<file path="config.mk">
export PLATFORM = sky130hd
export DESIGN_NAME = blended_gain_angle_pd_core
export DESIGN_NICKNAME = d
export VERILOG_FILES = /design/src/hdl/bgapd_pkg.sv /design/src/hdl/bgapd_mul.sv /design/src/hdl/bgapd_seq.sv /design/src/hdl/blended_gain_angle_pd_core.sv
export VERILOG_INCLUDE_DIRS = /design/src /design/src/hdl
export SDC_FILE = /design/constraint.sdc
export NUM_CORES = 2
export LEC_CHECK = 0
export ABC_CLOCK_PERIOD_IN_PS = 7900
export BUFFER_PORTS_ARGS = -buffer_cell sky130_fd_sc_hd__buf_4
export CELL_PAD_IN_SITES_DETAIL_PLACEMENT = 1
export CELL_PAD_IN_SITES_GLOBAL_PLACEMENT = 1
export CORE_MARGIN = 1
export CORE_UTILIZATION = 51
export DETAILED_ROUTE_END_ITERATION = 8
export MAX_ROUTING_LAYER = met4
export PLACE_DENSITY = 0.87
export SLEW_MARGIN = 25
export SYNTH_ARGS = -nofsm -noshare
export SYNTH_HDL_FRONTEND = slang
export SYNTH_SLANG_ARGS = --single-unit
</file>
<file path="constraint.sdc">
create_clock -name clk -period 7.9 [get_ports clk]
set_input_delay 1.185 -clock clk [delete_from_list [all_inputs] [get_ports clk]]
set_output_delay 1.185 -clock clk [all_outputs]
set_load 0.01 [all_outputs]
</file>
<file path="src/hdl/blended_gain_angle_pd_core_defines.svh">
// ----------------------------------------------------------------------------
// Blended gain angle PD core - assertion macros
// Concurrent checks clocked on clk, disabled while rst_n is low.
// ----------------------------------------------------------------------------
`ifndef BLENDED_GAIN_ANGLE_PD_CORE_DEFINES_SVH
`define BLENDED_GAIN_ANGLE_PD_CORE_DEFINES_SVH

// same-cycle implication
`define BGAPD_ASSERT_IMP(lbl, ante, cons, msg) \
  lbl: assert property (@(posedge clk) disable iff (!rst_n) (ante) |-> (cons)) \
    else $error(msg);

// next-cycle implication
`define BGAPD_ASSERT_NXT(lbl, ante, cons, msg) \
  lbl: assert property (@(posedge clk) disable iff (!rst_n) (ante) |=> (cons)) \
    else $error(msg);

`endif

</file>
<file path="src/hdl/bgapd_pkg.sv">
// ----------------------------------------------------------------------------
// bgapd_pkg
// Shared widths, register indexes and interface structs of the PD core.
// ----------------------------------------------------------------------------
`default_nettype none

package bgapd_pkg;

  localparam int ERR_W   = 16;             // Q3.12 error
  localparam int GAIN_W  = 16;             // Q8.8 gains, Q4.12 time factor
  localparam int W_W     = ERR_W + 1;      // weights and error difference
  localparam int DRIVE_W = 24;             // Q11.12 output
  localparam int CFG_IDX_W = 3;

  // digit-serial multiplier geometry
  localparam int DIG_W   = 4;
  localparam int NUM_DIG = 5;
  localparam int MB_W    = DIG_W * NUM_DIG;  // multiplier operand
  localparam int MA_W    = 40;               // multiplicand operand
  localparam int PROD_W  = 56;               // product / running sum

  localparam int D_SHIFT   = 12;
  localparam int RND_SHIFT = 20;
  localparam int Q_W       = PROD_W - RND_SHIFT;
  localparam int LIM_W     = GAIN_W + 1 + 4;

  localparam logic signed [W_W-1:0]    ONE_Q12  = W_W'(4096);
  localparam logic        [PROD_W-1:0] RND_BIAS = PROD_W'(1) << (RND_SHIFT - 1);

  // configuration register indexes
  localparam logic [CFG_IDX_W-1:0] REG_P_SMALL = 3'd0;
  localparam logic [CFG_IDX_W-1:0] REG_D_SMALL = 3'd1;
  localparam logic [CFG_IDX_W-1:0] REG_P_LARGE = 3'd2;
  localparam logic [CFG_IDX_W-1:0] REG_D_LARGE = 3'd3;
  localparam logic [CFG_IDX_W-1:0] REG_T_SCALE = 3'd4;

  localparam logic [GAIN_W-1:0] RST_P_SMALL = 16'd2560;
  localparam logic [GAIN_W-1:0] RST_D_SMALL = 16'd768;
  localparam logic [GAIN_W-1:0] RST_P_LARGE = 16'd1280;
  localparam logic [GAIN_W-1:0] RST_D_LARGE = 16'd0;
  localparam logic [GAIN_W-1:0] RST_T_SCALE = 16'd4096;

  typedef struct packed {
    logic [GAIN_W-1:0] p_small;
    logic [GAIN_W-1:0] d_small;
    logic [GAIN_W-1:0] p_large;
    logic [GAIN_W-1:0] d_large;
    logic [GAIN_W-1:0] t_scale;
  } gains_t;

  typedef struct packed {
    logic                     start;
    logic signed [MA_W-1:0]   a;
    logic signed [MB_W-1:0]   b;
  } mul_req_t;

  typedef struct packed {
    logic                     busy;
    logic                     done;
    logic signed [PROD_W-1:0] p;
  } mul_rsp_t;

  typedef struct packed {
    logic                      valid;
    logic signed [DRIVE_W-1:0] drive;
    logic                      clamped;
  } res_t;

endpackage

`default_nettype wire

</file>
<file path="src/hdl/bgapd_mul.sv">
// ----------------------------------------------------------------------------
// bgapd_mul
// Digit-serial signed multiplier: the multiplier operand shifts out one
// 4-bit digit per cycle, MSB digit first (signed), Horner accumulation.
// ----------------------------------------------------------------------------
`default_nettype none
`include "blended_gain_angle_pd_core_defines.svh"

module bgapd_mul
  import bgapd_pkg::*;
(
  input  wire logic     clk,
  input  wire logic     rst_n,
  input  wire mul_req_t req,
  output mul_rsp_t      rsp
);

  localparam int CNT_W = $clog2(NUM_DIG + 1);

  logic signed [MA_W-1:0]    a_r;
  logic        [MB_W-1:0]    b_r;
  logic signed [PROD_W-1:0]  acc_r;
  logic signed [PROD_W-1:0]  acc_nxt;
  logic        [CNT_W-1:0]   cnt_r;
  logic                      busy_r;
  logic                      done_r;

  logic        [DIG_W-1:0]   digit;
  logic                      top_dig;
  logic signed [DIG_W:0]     dig_s;
  logic signed [MA_W+DIG_W:0] part;

  assign digit   = b_r[MB_W-1 -: DIG_W];
  assign top_dig = (cnt_r == CNT_W'(NUM_DIG));
  // only the leading digit carries the sign
  assign dig_s   = {top_dig & digit[DIG_W-1], digit};
  assign part    = a_r * dig_s;
  assign acc_nxt = (acc_r <<< DIG_W) + PROD_W'(part);

  always_ff @(posedge clk) begin
    if (!rst_n) begin
      busy_r <= 1'b0;
      done_r <= 1'b0;
      cnt_r  <= '0;
    end else begin
      done_r <= 1'b0;
      if (req.start) begin
        busy_r <= 1'b1;
        cnt_r  <= CNT_W'(NUM_DIG);
      end else if (busy_r) begin
        cnt_r <= cnt_r - CNT_W'(1);
        if (cnt_r == CNT_W'(1)) begin
          busy_r <= 1'b0;
          done_r <= 1'b1;
        end
      end
    end
  end

  always_ff @(posedge clk) begin
    if (req.start) begin
      a_r   <= req.a;
      b_r   <= req.b;
      acc_r <= '0;
    end else if (busy_r) begin
      acc_r <= acc_nxt;
      b_r   <= b_r << DIG_W;
    end
  end

  assign rsp.busy = busy_r;
  assign rsp.done = done_r;
  assign rsp.p    = acc_r;

  `BGAPD_ASSERT_IMP(a_no_restart, req.start, !busy_r && !done_r, "multiply started while busy")

endmodule

`default_nettype wire

</file>
<file path="src/hdl/bgapd_seq.sv">
// ----------------------------------------------------------------------------
// bgapd_seq
// Sequencer for one transaction: weights, nine serial products, rounding
// to Q12 and symmetric clamp.
// ----------------------------------------------------------------------------
`default_nettype none

module bgapd_seq
  import bgapd_pkg::*;
(
  input  wire logic                     clk,
  input  wire logic                     rst_n,
  input  wire logic                     start,
  input  wire logic signed [ERR_W-1:0]  err,
  input  wire logic signed [ERR_W-1:0]  prev,
  input  wire gains_t                   gains,
  input  wire logic                     res_take,
  output logic                          idle,
  output res_t                          res,
  output mul_req_t                      mul_req,
  input  wire mul_rsp_t                 mul_rsp
);

  localparam logic [2:0] S_IDLE  = 3'd0;
  localparam logic [2:0] S_ISSUE = 3'd1;
  localparam logic [2:0] S_WAIT  = 3'd2;
  localparam logic [2:0] S_RND   = 3'd3;
  localparam logic [2:0] S_CLAMP = 3'd4;
  localparam logic [2:0] S_DONE  = 3'd5;

  // product steps
  localparam logic [3:0] ST_PW_S = 4'd0;  // w_small * kp_small
  localparam logic [3:0] ST_PW_L = 4'd1;  // + w_large * kp_large
  localparam logic [3:0] ST_P    = 4'd2;  // * e
  localparam logic [3:0] ST_DK_S = 4'd3;  // diff * kd_small
  localparam logic [3:0] ST_DW_S = 4'd4;  // * w_small, floor >> 12
  localparam logic [3:0] ST_DT_S = 4'd5;  // * T, accumulate
  localparam logic [3:0] ST_DK_L = 4'd6;
  localparam logic [3:0] ST_DW_L = 4'd7;
  localparam logic [3:0] ST_DT_L = 4'd8;

  logic [2:0]                state_r, state_nxt;
  logic [3:0]                step_r, step_nxt;
  logic signed [ERR_W-1:0]   e_r;
  logic signed [W_W-1:0]     ws_r, wl_r, diff_r;
  logic signed [MA_W-1:0]    tmp_r, tmp_nxt;
  logic signed [PROD_W-1:0]  total_r, total_nxt;
  logic signed [Q_W-1:0]     q12_r;
  logic signed [DRIVE_W-1:0] drive_r, drive_nxt;
  logic                      clamped_r, clamped_nxt;

  logic signed [W_W-1:0]     e_ext, mag, diff_nxt;
  logic        [PROD_W-1:0]  rnd;
  logic        [GAIN_W:0]    lim_sum;
  logic signed [Q_W-1:0]     lim_q;
  logic signed [Q_W-1:0]     neg_lim_q;

  assign e_ext    = W_W'(err);
  assign mag      = err[ERR_W-1] ? -e_ext : e_ext;
  assign diff_nxt = e_ext - W_W'(prev);

  assign rnd       = total_r + RND_BIAS;
  assign lim_sum   = {1'b0, gains.p_small} + {1'b0, gains.p_large};
  assign lim_q     = $signed(Q_W'({lim_sum, 4'b0000}));
  assign neg_lim_q = -lim_q;

  // operand selection for the multiplier
  always_comb begin
    mul_req.start = (state_r == S_ISSUE);
    case (step_r)
      ST_PW_S: begin
        mul_req.a = MA_W'(ws_r);
        mul_req.b = MB_W'(gains.p_small);
      end
      ST_PW_L: begin
        mul_req.a = MA_W'(wl_r);
        mul_req.b = MB_W'(gains.p_large);
      end
      ST_P: begin
        mul_req.a = tmp_r;
        mul_req.b = MB_W'(e_r);
      end
      ST_DK_S: begin
        mul_req.a = MA_W'(diff_r);
        mul_req.b = MB_W'(gains.d_small);
      end
      ST_DW_S: begin
        mul_req.a = tmp_r;
        mul_req.b = MB_W'(ws_r);
      end
      ST_DK_L: begin
        mul_req.a = MA_W'(diff_r);
        mul_req.b = MB_W'(gains.d_large);
      end
      ST_DW_L: begin
        mul_req.a = tmp_r;
        mul_req.b = MB_W'(wl_r);
      end
      ST_DT_S, ST_DT_L: begin
        mul_req.a = tmp_r;
        mul_req.b = MB_W'(gains.t_scale);
      end
      default: begin
        mul_req.a = '0;
        mul_req.b = '0;
      end
    endcase
  end

  always_comb begin
    state_nxt   = state_r;
    step_nxt    = step_r;
    tmp_nxt     = tmp_r;
    total_nxt   = total_r;
    drive_nxt   = drive_r;
    clamped_nxt = clamped_r;
    case (state_r)
      S_IDLE: begin
        if (start) begin
          step_nxt  = ST_PW_S;
          state_nxt = S_ISSUE;
        end
      end
      S_ISSUE: state_nxt = S_WAIT;
      S_WAIT: begin
        if (mul_rsp.done) begin
          case (step_r)
            ST_PW_L:          tmp_nxt   = tmp_r + $signed(mul_rsp.p[MA_W-1:0]);
            ST_P:             total_nxt = mul_rsp.p;
            ST_DW_S, ST_DW_L: tmp_nxt   = $signed(mul_rsp.p[MA_W+D_SHIFT-1:D_SHIFT]);
            ST_DT_S, ST_DT_L: total_nxt = total_r + mul_rsp.p;
            default:          tmp_nxt   = $signed(mul_rsp.p[MA_W-1:0]);
          endcase
          if (step_r == ST_DT_L) begin
            state_nxt = S_RND;
          end else begin
            step_nxt  = step_r + 4'd1;
            state_nxt = S_ISSUE;
          end
        end
      end
      S_RND: state_nxt = S_CLAMP;
      S_CLAMP: begin
        if (q12_r > lim_q) begin
          drive_nxt   = lim_q[DRIVE_W-1:0];
          clamped_nxt = 1'b1;
        end else if (q12_r < neg_lim_q) begin
          drive_nxt   = neg_lim_q[DRIVE_W-1:0];
          clamped_nxt = 1'b1;
        end else begin
          drive_nxt   = q12_r[DRIVE_W-1:0];
          clamped_nxt = 1'b0;
        end
        state_nxt = S_DONE;
      end
      S_DONE: begin
        if (res_take) begin
          state_nxt = S_IDLE;
        end
      end
      default: state_nxt = S_IDLE;
    endcase
  end

  always_ff @(posedge clk) begin
    if (!rst_n) begin
      state_r <= S_IDLE;
      step_r  <= ST_PW_S;
    end else begin
      state_r <= state_nxt;
      step_r  <= step_nxt;
    end
  end

  always_ff @(posedge clk) begin
    if (state_r == S_IDLE && start) begin
      e_r    <= err;
      ws_r   <= ONE_Q12 - mag;
      wl_r   <= mag;
      diff_r <= diff_nxt;
    end
    if (state_r == S_RND) begin
      q12_r <= $signed(rnd[PROD_W-1:RND_SHIFT]);
    end
    tmp_r     <= tmp_nxt;
    total_r   <= total_nxt;
    drive_r   <= drive_nxt;
    clamped_r <= clamped_nxt;
  end

  assign idle        = (state_r == S_IDLE);
  assign res.valid   = (state_r == S_DONE);
  assign res.drive   = drive_r;
  assign res.clamped = clamped_r;

endmodule

`default_nettype wire

</file>
<file path="src/hdl/blended_gain_angle_pd_core.sv">
// ----------------------------------------------------------------------------
// blended_gain_angle_pd_core: blended-gain PD angle controller, one axis per transaction
// Each transaction runs nine 5-digit serial products, then round, clamp and the
// output register. A new transaction is accepted only while the sequencer is idle;
// rst_n loads default gains, zeroes errors.
// ----------------------------------------------------------------------------
`default_nettype none
`include "blended_gain_angle_pd_core_defines.svh"

module blended_gain_angle_pd_core
  import bgapd_pkg::*;
#(
  parameter int NUM_AXES = 3
) (
  input  wire logic                       clk,
  input  wire logic                       rst_n,
  input  wire logic                       in_valid,
  output logic                            in_ready,
  input  wire logic [1:0]                 in_axis,
  input  wire logic signed [ERR_W-1:0]    in_angle_error,
  output logic                            out_valid,
  input  wire logic                       out_ready,
  output logic signed [DRIVE_W-1:0]       out_drive,
  output logic                            out_clamped,
  input  wire logic                       cfg_we,
  input  wire logic [CFG_IDX_W-1:0]       cfg_index,
  input  wire logic [GAIN_W-1:0]          cfg_wdata
);

  gains_t                    gains_r;
  logic signed [ERR_W-1:0]   prev_err_r [NUM_AXES];
  logic signed [ERR_W-1:0]   prev_rd;
  logic                      in_acc;
  logic                      seq_idle;
  res_t                      seq_res;
  logic                      res_take;
  mul_req_t                  mul_req;
  mul_rsp_t                  mul_rsp;

  logic                      out_valid_r;
  logic signed [DRIVE_W-1:0] out_drive_r;
  logic                      out_clamped_r;
  logic signed [DRIVE_W-1:0] lim_chk;
  logic                      drive_in_lim;
  logic                      drive_at_lim;

  assign in_ready = seq_idle;
  assign in_acc   = in_valid && seq_idle;

  // configuration registers
  always_ff @(posedge clk) begin
    if (!rst_n) begin
      gains_r.p_small <= RST_P_SMALL;
      gains_r.d_small <= RST_D_SMALL;
      gains_r.p_large <= RST_P_LARGE;
      gains_r.d_large <= RST_D_LARGE;
      gains_r.t_scale <= RST_T_SCALE;
    end else if (cfg_we) begin
      case (cfg_index)
        REG_P_SMALL: gains_r.p_small <= cfg_wdata;
        REG_D_SMALL: gains_r.d_small <= cfg_wdata;
        REG_P_LARGE: gains_r.p_large <= cfg_wdata;
        REG_D_LARGE: gains_r.d_large <= cfg_wdata;
        REG_T_SCALE: gains_r.t_scale <= cfg_wdata;
        default: ;
      endcase
    end
  end

  // per-axis previous error; an out-of-range axis reads zero and writes nothing
  always_comb begin
    prev_rd = '0;
    for (int i = 0; i < NUM_AXES; i++) begin
      if (32'(in_axis) == i) prev_rd = prev_err_r[i];
    end
  end

  always_ff @(posedge clk) begin
    if (!rst_n) begin
      for (int i = 0; i < NUM_AXES; i++) prev_err_r[i] <= '0;
    end else if (in_acc) begin
      for (int i = 0; i < NUM_AXES; i++) begin
        if (32'(in_axis) == i) prev_err_r[i] <= in_angle_error;
      end
    end
  end

  bgapd_seq u_seq (
    .clk      (clk),
    .rst_n    (rst_n),
    .start    (in_acc),
    .err      (in_angle_error),
    .prev     (prev_rd),
    .gains    (gains_r),
    .res_take (res_take),
    .idle     (seq_idle),
    .res      (seq_res),
    .mul_req  (mul_req),
    .mul_rsp  (mul_rsp)
  );

  bgapd_mul u_mul (
    .clk   (clk),
    .rst_n (rst_n),
    .req   (mul_req),
    .rsp   (mul_rsp)
  );

  // output register decouples the result from the sequencer
  assign res_take = seq_res.valid && (!out_valid_r || out_ready);

  always_ff @(posedge clk) begin
    if (!rst_n) begin
      out_valid_r <= 1'b0;
    end else if (res_take) begin
      out_valid_r <= 1'b1;
    end else if (out_ready) begin
      out_valid_r <= 1'b0;
    end
  end

  always_ff @(posedge clk) begin
    if (res_take) begin
      out_drive_r   <= seq_res.drive;
      out_clamped_r <= seq_res.clamped;
    end
  end

  assign out_valid   = out_valid_r;
  assign out_drive   = out_drive_r;
  assign out_clamped = out_clamped_r;

  assign lim_chk = $signed(DRIVE_W'({({1'b0, gains_r.p_small} + {1'b0, gains_r.p_large}),
                                     4'b0000}));
  assign drive_in_lim = (out_drive_r <= lim_chk) && (out_drive_r >= -lim_chk);
  assign drive_at_lim = (out_drive_r == lim_chk) || (out_drive_r == -lim_chk);

  `BGAPD_ASSERT_IMP(a_drive_in_range, out_valid_r, drive_in_lim, "drive beyond limit")
  `BGAPD_ASSERT_IMP(a_clamp_at_limit, out_valid_r && out_clamped_r, drive_at_lim, "clamp off limit")
  `BGAPD_ASSERT_NXT(a_accept_busy, in_acc, !seq_idle && !seq_res.valid, "idle after accept")

endmodule

`default_nettype wire
</file>
-- Yosys cells after proc, flatten, opt, wreduce, memory -nomap -nowiden
Memory sizes are Yosys's and may differ from the RTL's.
Cells that the tools add are included.
W data, S select, Z words.
- flip-flop bits (word level): 458
- RAM bits: 48
- output and inout bits: 27
- memories kept: 1
- $add $sub $neg: 11
- multipliers: 1
- order comparisons: 2
- equal/unequal tests: 25
- muxes and demuxes: 45
- bitwise gates (word level): 7
- reductions and logical operators: 27
- memory list (memory ; depth ; width ; rd ports ; clocked after memory_dff ; wr ports ; RTL line ; source):
    prev_err_r ; 3 ; 16 ; 3 ; 0 ; 3 ; blended_gain_angle_pd_core.sv:31 ; logic signed [ERR_W-1:0] prev_err_r [NUM_AXES];
- operators with widths (operator ; count):
    $pmux W60 S8 ; 1
    $pmux W40 S3 ; 1
    $pmux W56 S2 ; 1
    $mux W16 ; 6
    $add A56 B20 Y56 const B ; 1
    $add A56 B45 Y56 ; 1
    $add A56 B56 Y56 ; 1
    $mul A40 B5 Y45 ; 1
    $add A40 B40 Y40 ; 1
    $mux W20 ; 2
    $gt A36 B22 Y1 ; 1
    $lt A36 B36 Y1 ; 1
    $neg A21 Y36 ; 1
    $mux W24 ; 1
    $mux W21 ; 1
    $mux W1 ; 20
    $pmux W3 S6 ; 1
    $add A16 B16 Y17 ; 1
    $mux W17 ; 1
    $neg A16 Y17 ; 1
    $sub A14 B17 Y17 const A ; 1
    $sub A16 B16 Y17 ; 1
    $eq A4 B3 Y1 const B ; 4
    $mux W3 ; 5
    other kinds (30) ; 62

-- Logic depth before layout (Yosys ltp)
- depth after elaboration: 6
- mapped depth: 28
- gate-level depth less buffers: 26

-- Hierarchy
A second synthesis with hierarchy kept.
- cells, all modules: 4039
- area total of the unflattened synthesis: 39211.4 um^2
- modules (own cells, without submodules) (module ; times used ; cells an instance ; area an instance (um^2) ; seq. area each (um^2)):
    bgapd_seq ; 1 ; 2108 ; 19417.4 ; 6806.5
    bgapd_mul ; 1 ; 1482 ; 14036.0 ; 3022.9
    blended_gain_angle_pd_core ; 1 ; 449 ; 5758.0 ; 3813.7

-- Least setup slack after synthesis
OpenSTA, ideal clock, no wires.
- path kind: reg-to-reg
- from: register u_mul.cnt_r[0]
- to: register u_mul.acc_r[55]
- arrival: 5.852 ns
- path slack: 1.921 ns
- stages on the path, launching flop included: 24
- period minus slack after synthesis: 5.979 ns
- cell sequence: dfxtp_1 > ha_1 > nand3_1 > clkbuf_1 > or2_2 > fa_1 > fa_1 > inv_1 > fa_1 > inv_1 > fa_1 > inv_1 > ha_1 > a21o_1 > a21oi_1 > o21a_1 > o31ai_1 > a31oi_1 > o31ai_1 > a41oi_1 > o41ai_1 > a211oi_1 > xnor2_1 > o21ai_0
- longest elaborated chain between the ends: 4
- ends and longest elaborated chain (item ; RTL line ; source):
    start: declaration ; bgapd_mul.sv:24 ; logic [CNT_W-1:0] cnt_r;
    start signal: assignment ; bgapd_mul.sv:49 ; cnt_r <= CNT_W'(NUM_DIG);
    start signal: assignment ; bgapd_mul.sv:51 ; cnt_r <= cnt_r - CNT_W'(1);
    $eq A3 B3 Y1 ; bgapd_mul.sv:34 ; assign top_dig = (cnt_r == CNT_W'(NUM_DIG));
    $and A1 B1 Y1 ; bgapd_mul.sv:36 ; assign dig_s = {top_dig & digit[DIG_W-1], digit};
    $mul A40 B5 Y45 ; bgapd_mul.sv:37 ; assign part = a_r * dig_s;
    $add A56 B45 Y56 ; bgapd_mul.sv:38 ; assign acc_nxt = (acc_r <<< DIG_W) + PROD_W'(part);
    end signal: assignment ; bgapd_mul.sv:66 ; acc_r <= acc_nxt;
    end: declaration ; bgapd_mul.sv:22 ; logic signed [PROD_W-1:0] acc_r;
No other way between the ends.
A chain may end at the register's enable or synchronous reset.

-- Worst setup path in the final report
- from: register u_mul.b_r[19]
- to: register u_mul.acc_r[55]
- longest elaborated chain between the ends: 3
- ends and longest elaborated chain (item ; RTL line ; source):
    start: declaration ; bgapd_mul.sv:21 ; logic [MB_W-1:0] b_r;
    start signal: assignment ; bgapd_mul.sv:63 ; b_r <= req.b;
    start signal: assignment ; bgapd_mul.sv:67 ; b_r <= b_r << DIG_W;
    $and A1 B1 Y1 ; bgapd_mul.sv:36 ;
    $mul A40 B5 Y45 * ; bgapd_mul.sv:37 ;
    $add A56 B45 Y56 * ; bgapd_mul.sv:38 ;
Mark *: on every way between the ends. The rest lies on a longest branch, timed or not.

==> impl_results.md <==
- Synth Register Bits: between 500 and 600
- Warnings from Yosys: 0
- CP startpoint kind: flop
- Largest cells by area after synthesis: edfxtp_1 (28%), fa_1 (10%), ha_1 (9.7%)
- Synth top area share: 27.9%
- Global Route Usage Sum: a little under a third
- Register area: 0.0136 mm2
- CTS tree: yes
- CP top delay family: compound AO/OA/AOI/OAI gates
- Global-route wire length before repair: roughly 190000 um
- Hold Vio Cnt, Final: 0
- Clk_lat worst skew: around 0.64 ns
- Top cell type by total area after synthesis: edfxtp_1
- Sink Count: between 500 and 600
- Initial antenna violation count: 0
- Port Buffer Count: 68
- CP peak stage delay: 0.71 ns
- CTS max path bufs: 3
- Dominant synthesized flop cell: edfxtp_1
- P&R area growth vs syn: 8.79%
- Area of the mapped netlist: 0.0382 mm2
- P_leak: around 18 nW
- # setup viols final: 0
- Final nets: 4582
- RSZ-0062 raised after global routing: false
- Layout cells sized above 1: ~6.3%
- Post-synthesis async set-or-reset flop share: 0%
- Fill count: 8360
- Initial Util: between 50% and 60%
- Worst-path clk slew: roughly 0.060 ns
- Die Y: about 280 um
- GRT overflow: 0
- GP Congestion: 0.923
- Worst EP arrival: approximately 7.8 ns
- Post-synth EDFFs: 355
- Row cnt: 100
- Vias in the first global route: approximately 33000
- Req. time, crit path: about 8.3 ns
- Endpoint class of the critical path: flop
- TNS Setup: 0 ns
- Die ar.: 0.0760 mm2
- Most frequent CP cell: fa_1
- Syn avg cell area: between 9 and 10 um2
- Fin crit share: approximately 93%
- Wire length per cell: approximately 23 um
- Vias per cell: ~6.2
- Class of the worst hold path: reg2reg
- Worst VDD drop: slightly above 300 uV
- Hpwl dp: between 80000 and 90000 um
- Critical path cell sequence: buf_4 > nand3_1 > buf_4 > nor2_1 > fa_1 > inv_1 > fa_1 > fa_1 > inv_1 > ha_1 > ha_1 > a21o_1 > a21oi_1 > o21a_1 > o31ai_1 > a31oi_1 > o31ai_2 > a41oi_1 > o41ai_1 > a211oi_1 > xnor2_1 > o21ai_0
- Largest net degree at the start of global routing: 83
- Post-synthesis instance total: 4044
- Max cap viols: 0
- Drt pass-1 iters: 9
- Num CTS Buffers: 53
- WP buf/inv: 4
- Initial DRC Count: approximately 2500
- Remaining antenna violation count: 0
- DIE WIDTH: between 200 and 300 um
- Sequential fraction of the synthesis area: 35.7%
- H-tree depth: 2
- Worst slew margin: approximately 30%
- Antenna cells: 0
- Worst reg-to-reg setup slack: between 0.5 and 0.6 ns
- Final Slew Violations: 0
- Routed WL: 118000 um
- DRC errors left: 0
- Power Density: around 330 mW/mm2
- Syn nets: 4581
- Worst Path Max Fanout: 41
- Unique cell type count in the Yosys netlist: 93
- Slowest cell on crit path: o41ai_1
- Vias: 31322
- Status: complete, no violations
- I/O Pins: 69
- Upper clock frequency limit: between 100 and 150 MHz
- Clock Tree Root: clkbuf_16
- Core area: roughly 0.074 mm2
- Least-Margin Pin Slew: between 1 and 1.5 ns
- Tmin final: 7.33 ns
- Kind of critical path: reg2reg
- Min Hold Slack: 0.418 ns
- Worst Clk Skew: approximately 0.052 ns
- Multi-input combinational cell area: approximately 0.023 mm2
==> placed cells by master (no fill, tap or decap), drive strengths merged, types with 20 or more instances in the layout <==
cell | Yosys | layout
a21oi | 325 | 325
or3 | 21 | 21
nor2 | 279 | 279
ha | 296 | 296
clkinv | 1 | 21
nand2b | 32 | 32
and2 | 190 | 190
o31ai | 21 | 21
clkbuf | 152 | 69
nand4 | 37 | 37
and3 | 34 | 34
nor2b | 36 | 36
nand3 | 89 | 89
a22oi | 69 | 69
fa | 199 | 199
o21bai | 31 | 31
mux2i | 59 | 59
nor3 | 51 | 51
inv | 371 | 375
a222oi | 30 | 30
xnor2 | 139 | 139
dfxtp | 149 | 149
o21a | 29 | 29
xor2 | 80 | 80
a211oi | 20 | 20
a21o | 125 | 125
nor4 | 24 | 24
o21ai | 177 | 177
nand2 | 418 | 418
edfxtp | 355 | 355
buf | 15 | 113
==> synth_stat cells (all sizes together), types with 10 or more instances <==
master / n
nand2: 418
inv: 371
edfxtp: 355
a21oi: 325
ha: 296
nor2: 279
fa: 199
and2: 190
o21ai: 177
clkbuf: 152
dfxtp: 149
xnor2: 139
a21o: 125
nand3: 89
xor2: 80
a22oi: 69
mux2i: 59
nor3: 51
nand4: 37
nor2b: 36
and3: 34
nand2b: 32
o21bai: 31
a222oi: 30
o21a: 29
nor4: 24
o31ai: 21
or3: 21
a211oi: 20
a31oi: 19
buf: 15
o211ai: 13
or2: 13
a21boi: 11
a221oi: 10
==> worst paths after layout <==
check,start,endpoint,cells after the start
worst max-delay path,u_mul.b_r[19],u_mul.acc_r[55],22
worst min-delay path,u_seq.drive_r[12],out_drive[12],0
worst max register to register,u_mul.b_r[19],u_mul.acc_r[55],22
worst min register to register,u_seq.drive_r[12],out_drive[12],0
==> logic make-up after synthesis <==
family                   Yosys count  synth area share (%)
other                              1               0.00981
XOR/XNOR                         219                  5.09
multiplexers                      65                  1.72
adder cells (fa/ha/maj)          495                  20.1
flip-flops                       504                  35.7
buffers and inverters            539                  5.37
AO/OA/AOI/OAI                    959                  16.1
AND/OR/NAND/NOR                 1262                  15.9
==> stage by stage <==
step / util [%] / total power, mW / setup slack, ns / cell area [um2] / instances
final: 55.9 / 13.8 / 0.571 / 41600 / 5059
after global routing: 55.9 / 14.8 / 0.183 / 41600 / 5059
after CTS: 55.9 / 13.7 / 0.443 / 41500 / 5058
after detailed placement: 53.4 / 10.9 / 0.544 / 39700 / 4958
after global placement: 53.4 / 10.5 / 0.872 / 39700 / 4958
after floorplan: - / 8.89 / 1.92 / 38200 / 4044
==> power by group <==
part | internal (mW) | switching (mW)
sequential | 3.12 | 0.416
clock | 1.52 | 1.17
combinational | 3.02 | 4.51
==> final cells by class <==
cell class	count	area share, %
inverters	372	3.36
multi-input cells	3001	54.3
well taps	969	2.92
flip-flops and latches	504	32.8
clock inverters	31	0.852
clock buffers	69	3.61
repair buffers	113	2.09
==> what timing repair did <==
action / in CTS / in global routing
setup endpoints to repair: 0 / 1
hold buffers: 0 / 0
setup buffers: 0 / 0
gates resized for setup: 0 / 1
hold endpoints to repair: 0 / 0
==> registers in the layout, indices dropped and copies added (netlist names), 20 cells and up <==
register / flops
gains_r: 80
u_mul.acc_r: 56
u_seq.total_r: 56
prev_err_r: 48
u_mul.a_r: 40
u_seq.tmp_r: 40
u_seq.q12_r: 36
out_drive: 24
u_seq.drive_r: 24
u_mul.b_r: 20
==> layer usage <==
metal	GRT usage (%)	part of all wire, %
met5	-	0
met2	54.3	50
met4	14.1	4.7
met1	38.3	41
met3	2.88	5.0
No activity file was read; power rests on OpenSTA's default activity.
